--- config.mk ---
export PLATFORM = sky130hd
export DESIGN_NAME = cgcs_ctrl
export DESIGN_NICKNAME = d
export VERILOG_FILES = /design/src/cgcs_pkg.sv /design/src/cgcs_ctrl.sv
export SDC_FILE = /design/constraint.sdc
export NUM_CORES = 1
export LEC_CHECK = 0
export BUFFER_PORTS_ARGS = -buffer_cell sky130_fd_sc_hd__buf_2
export CAP_MARGIN = 20
export CORE_AREA = 10 10 47 49
export CTS_CLUSTER_DIAMETER = 120
export CTS_CLUSTER_SIZE = 20
export DETAILED_ROUTE_END_ITERATION = 10
export DIE_AREA = 0 0 57 59
export RECOVER_POWER = 100
export SYNTH_ARGS = -nofsm -noshare
export SYNTH_HDL_FRONTEND = slang
export SYNTH_SLANG_ARGS = --single-unit
--- constraint.sdc ---
create_clock -name clk -period 1.25 [get_ports clk]
set_input_delay 0.25 -clock clk [delete_from_list [all_inputs] [get_ports clk]]
set_output_delay 0.25 -clock clk [all_outputs]
set_load 0.05 [all_outputs]
--- src/cgcs_pkg.sv ---
// Shared types and constants for the class grouping counting sort core.
// No dependencies.
package cgcs_pkg;

  localparam int MAX_ITEMS   = 1024;
  localparam int MAX_CLASSES = 64;
  localparam int IW = $clog2(MAX_ITEMS);     // item index width
  localparam int CW = $clog2(MAX_CLASSES);   // class index width
  localparam int NW = IW + 1;                // item count width
  localparam int KW = CW + 1;                // class count width

  typedef enum logic [1:0] {
    CMD_PUSH   = 2'd0,
    CMD_FINISH = 2'd1,
    CMD_RDORD  = 2'd2,
    CMD_RDCLS  = 2'd3
  } cmd_t;

  typedef enum logic [1:0] {
    ST_OK     = 2'd0,
    ST_IFULL  = 2'd1,
    ST_CFULL  = 2'd2,
    ST_BAD    = 2'd3
  } status_t;

  typedef enum logic [3:0] {
    S_IDLE,
    S_SRCH,    // compare one stored label per cycle
    S_SRCHW,   // read result wait; build result
    S_PUSHW,   // write push result into tables
    S_PFX,     // prefix sum, one class per cycle
    S_SCANR,   // read item class
    S_SCANF,   // read fill pointer of that class
    S_SCANW,   // place item into order
    S_RD,      // dispatch on latched command
    S_OUT      // hold result
  } state_t;

  // controller -> datapath
  typedef struct packed {
    logic latch;      // capture input item
    logic srch_clr;   // zero search index
    logic srch_step;  // compare and advance
    logic push_wr;    // commit push
    logic fin_start;  // sample mode, zero counters
    logic pfx_step;
    logic scan_rd;
    logic scan_fp;
    logic scan_wr;
    logic rd_issue;
    logic res_load;
  } ctl_t;

  // datapath -> controller
  typedef struct packed {
    logic   hit;
    logic   srch_end;
    logic   pfx_end;
    logic   scan_end;
    logic   by_label;
    cmd_t   cmd;
  } sts_t;

endpackage

--- src/cgcs_ctrl.sv ---
// Controller state machine for the class grouping counting sort core.
// Depends on cgcs_pkg.
module cgcs_ctrl (
  input  logic            clk,
  input  logic            rst,
  input  logic            in_valid,
  output logic            in_stall,
  output logic            out_valid,
  input  logic            out_stall,
  input  cgcs_pkg::sts_t  sts,
  output cgcs_pkg::ctl_t  ctl
);

  cgcs_pkg::state_t state, state_next;

  always_ff @(posedge clk) begin
    if (rst) begin
      state <= cgcs_pkg::S_IDLE;
    end else begin
      state <= state_next;
    end
  end

  always_comb begin
    state_next = state;
    ctl        = '0;
    in_stall   = 1'b1;
    out_valid  = 1'b0;
    unique case (state)
      cgcs_pkg::S_IDLE: begin
        in_stall = 1'b0;
        if (in_valid) begin
          ctl.latch    = 1'b1;
          ctl.srch_clr = 1'b1;
          state_next   = cgcs_pkg::S_RD;
        end
      end
      cgcs_pkg::S_RD: begin
        // item latched; dispatch on command
        unique case (sts.cmd)
          cgcs_pkg::CMD_PUSH: state_next = cgcs_pkg::S_SRCH;
          cgcs_pkg::CMD_FINISH: begin
            ctl.fin_start = 1'b1;
            state_next    = cgcs_pkg::S_PFX;
          end
          default: begin
            ctl.rd_issue = 1'b1;
            state_next   = cgcs_pkg::S_SRCHW;
          end
        endcase
      end
      cgcs_pkg::S_SRCH: begin
        ctl.srch_step = 1'b1;
        if (sts.hit || sts.srch_end) begin
          state_next = cgcs_pkg::S_PUSHW;
        end
      end
      cgcs_pkg::S_PUSHW: begin
        ctl.push_wr  = 1'b1;
        ctl.res_load = 1'b1;
        state_next   = cgcs_pkg::S_OUT;
      end
      cgcs_pkg::S_PFX: begin
        if (!sts.by_label) begin
          ctl.res_load = 1'b1;
          state_next   = cgcs_pkg::S_OUT;
        end else if (sts.pfx_end) begin
          state_next = cgcs_pkg::S_SCANR;
        end else begin
          ctl.pfx_step = 1'b1;
        end
      end
      cgcs_pkg::S_SCANR: begin
        if (sts.scan_end) begin
          ctl.res_load = 1'b1;
          state_next   = cgcs_pkg::S_OUT;
        end else begin
          ctl.scan_rd = 1'b1;
          state_next  = cgcs_pkg::S_SCANF;
        end
      end
      cgcs_pkg::S_SCANF: begin
        ctl.scan_fp = 1'b1;
        state_next  = cgcs_pkg::S_SCANW;
      end
      cgcs_pkg::S_SCANW: begin
        ctl.scan_wr = 1'b1;
        state_next  = cgcs_pkg::S_SCANR;
      end
      cgcs_pkg::S_SRCHW: begin
        // read data registered; build result
        ctl.res_load = 1'b1;
        state_next   = cgcs_pkg::S_OUT;
      end
      cgcs_pkg::S_OUT: begin
        out_valid = 1'b1;
        if (!out_stall) begin
          state_next = cgcs_pkg::S_IDLE;
        end
      end
      default: state_next = cgcs_pkg::S_IDLE;
    endcase
  end

endmodule

==> qor.yml <==
synthesis:
  synth_fp_nets: 73
  syn_area_sq_um: 439
  yosysSeqAreaShare: 0.182
  synth_seq_cells: 4
  ys_types: 24
  avgSynthCellArea_sq_um: 7.08
  yosysWarnings: 0
  netlist_instances: 62
cts:
  clk_path_buf_depth: 2
  cts-root-buf: "clkbuf_4"
  cts_made_buffers: 3
  clkSinkCount: 4
  path_clk_slew_ns: 0.04
  htree_levels: 1
  cts_tree: "yes"
  clock_latency_ns: 0.23
  holdBufCountCts: 0
timing:
  setup_viol: 16
  relSlewSlack: 0.827
  post-route-min-period_ns: 1.60
  finalSetupTns_ns: -3.15
  drv_slew: 0
  fin_crit_sh: 1.28
  rsz0062_at_grt: "yes"
  hold_violations: 0
  max_clock_freq_ghz: 0.626
  setup_slack_ns: -0.347
  whs_ns: 0.193
  skew_ns: 0.00456
  worst_pin_slew_ns: 0.260
global_routing:
  grt_pass1_wl_microns: 2880
  grt_start_max_net_pins: 10
  grt_pass1_vias: 616
  grt_usage: 0.106
  grt-ovfl-total: 0
  antenna_found_initial: 0
detailed_routing:
  ant_nets: 0
  drt_wl_total_microns: 1830
  wire_per_inst_microns: 14.7
  drt-initial-drc-count: 6
  viasPerCell: 4.83
  first_pass_iters: 4
  vias: 599
  drc: 0
cells_and_area:
  largest_reg_flops: 4
  synthToLayoutAreaGrowth_pct: 146
  n_fill_cell: 101
  regMostFlops: "state"
  drive_gt1_frac: 0.759
  fin_nets: 121
  top_regs: "state: 4 flops"
  diodes: 0
  final_util: 0.771
  fin_cells: 124
floorplan:
  num_rows: 14
  die_w_microns: 57
  core_area_sq_um: 1400
  start_util: 0.313
  pin_count: 24
  die_area_sq_um: 3360
  die_y_microns: 59
placed_design:
  gp_congestion: 0.727
  dp_cells: 115
  io_buffer_count: 23
  dp_hpwl_microns: 1330
worst_setup_path:
  cp.required_ns: 1.00
  cp_cell_sequence: "buf_6, nor4_4, and2_4, buf_8"
  critPathKind: "flip-flop to output port"
  path_max_fanout: 4
  slowest_delay_ns: 0.33
  crit_path_start_kind: "flip-flop"
  cp.arrival_ns: 1.35
  crit_path_top_delay_cell: "dfxtp_2"
  end_kind: "output port"
status:
  violations: "negative setup slack"
  outcome: "finished, violations left"
power:
  p_leak_nw: 0.471
  ir_worst_vdd_mv: 0.777
  power_density_nw_per_um2: 1010
  total_power_mw: 1.09
flow_run:
  max-cap-violations: 0
worst_hold_path:
  hold_class: "primary input to flip-flop"
## Yosys cell counts
cell type	instances	area [sq um]
a21boi_1	1	7.51
a21oi_1	5	25.0
a32o_1	1	10.0
and2_1	1	6.26
and3_1	2	12.5
and3b_1	1	8.76
buf_2	1	5.00
buf_4	2	15.0
buf_6	2	22.5
dfxtp_1	4	80.1
inv_1	5	18.8
nand2_1	3	11.3
nand2b_1	3	18.8
nor2_1	9	33.8
nor2b_1	3	18.8
nor3_1	9	45.0
nor3_2	1	10.0
nor4_2	1	12.5
nor4b_4	1	23.8
nor4bb_1	2	20.0
o211ai_1	1	7.51
o21a_1	1	7.51
o21ai_1	2	10.0
o2bb2ai_1	1	8.76
## report_power, final
part,internal [mW],leakage (nW),switching (mW)
Combinational,0.360,0.422,0.389
Sequential,0.147,0.0353,0.0339
Clock,0.107,0.0138,0.0485
Total,0.615,0.471,0.471
## through the flow
stage / setup WS (ns) / cell area [sq um]
2_1_floorplan: -0.312 / 542
3_3_place_gp: -0.272 / 763
3_5_place_dp: -0.277 / 763
4_1_cts: -0.364 / 1030
5_1_grt: -0.395 / 1080
6_report: -0.347 / 1080
## area by class of cell
cell class / instances / area (sq um) / area share
Multi-Input combinational cell: 48 / 478 / 0.443
Timing Repair Buffer: 48 / 448 / 0.415
Sequential cell: 4 / 92.6 / 0.0857
Clock buffer: 3 / 22.5 / 0.0209
Tap cell: 16 / 20.0 / 0.0185
Inverter: 5 / 18.8 / 0.0174
## final timing paths
| path | from | endpoint | slack (ns) | cells after the start |
|---|---|---|---|---|
| setup / recovery | state[0] | ctl[6] | -0.35 | 4 |
| hold / removal | rst | state[3] | 0.19 | 2 |
| setup reg to reg | state[0] | state[1] | -0.11 | 7 |
| hold reg to reg | state[2] | state[0] | 0.75 | 3 |
## cells in the final DEF, fill, tap and decap left out, drive strengths merged
cell type,instances
nor4,1
and3,2
a21oi,5
nand2b,3
nor2,9
a21boi,1
nand2,3
buf,48
nor4bb,2
clkbuf,3
nor4b,1
nor2b,3
o2bb2ai,1
o21ai,2
o21a,1
o211ai,1
dfxtp,4
a32o,1
inv,5
and2,1
and3b,1
nor3,10
## worst max-delay path, delay by kind of cell (launching register included)
family / cells / cell delay (ns)
AND/OR/NAND/NOR: 2 / 0.51
flip-flops: 1 / 0.33
buffers and inverters: 2 / 0.28
## routing by layer
metal  up-vias  GRT usage  wire [microns]  share of wire
met2        15      0.200            1020           0.56
met1       274      0.103             721           0.39
met3         2     0.0300              78          0.043
li1        308          -               -              -
met4         0     0.0503              10         0.0055
met5         -          0               0              0
## cells by family after synthesis
family,count (synthesis),synth area share
compound gates,12,0.174
buf+inv,10,0.140
flops,4,0.182
simple gates,36,0.504
## what timing repair did
item / in CTS / in global routing
pin swaps: 11 / 4
buffers inserted: 2 / 4
resized for setup: 64 / 5
setup endpoints to repair: 16 / 16
No activity file was read; power rests on OpenSTA's default activity.
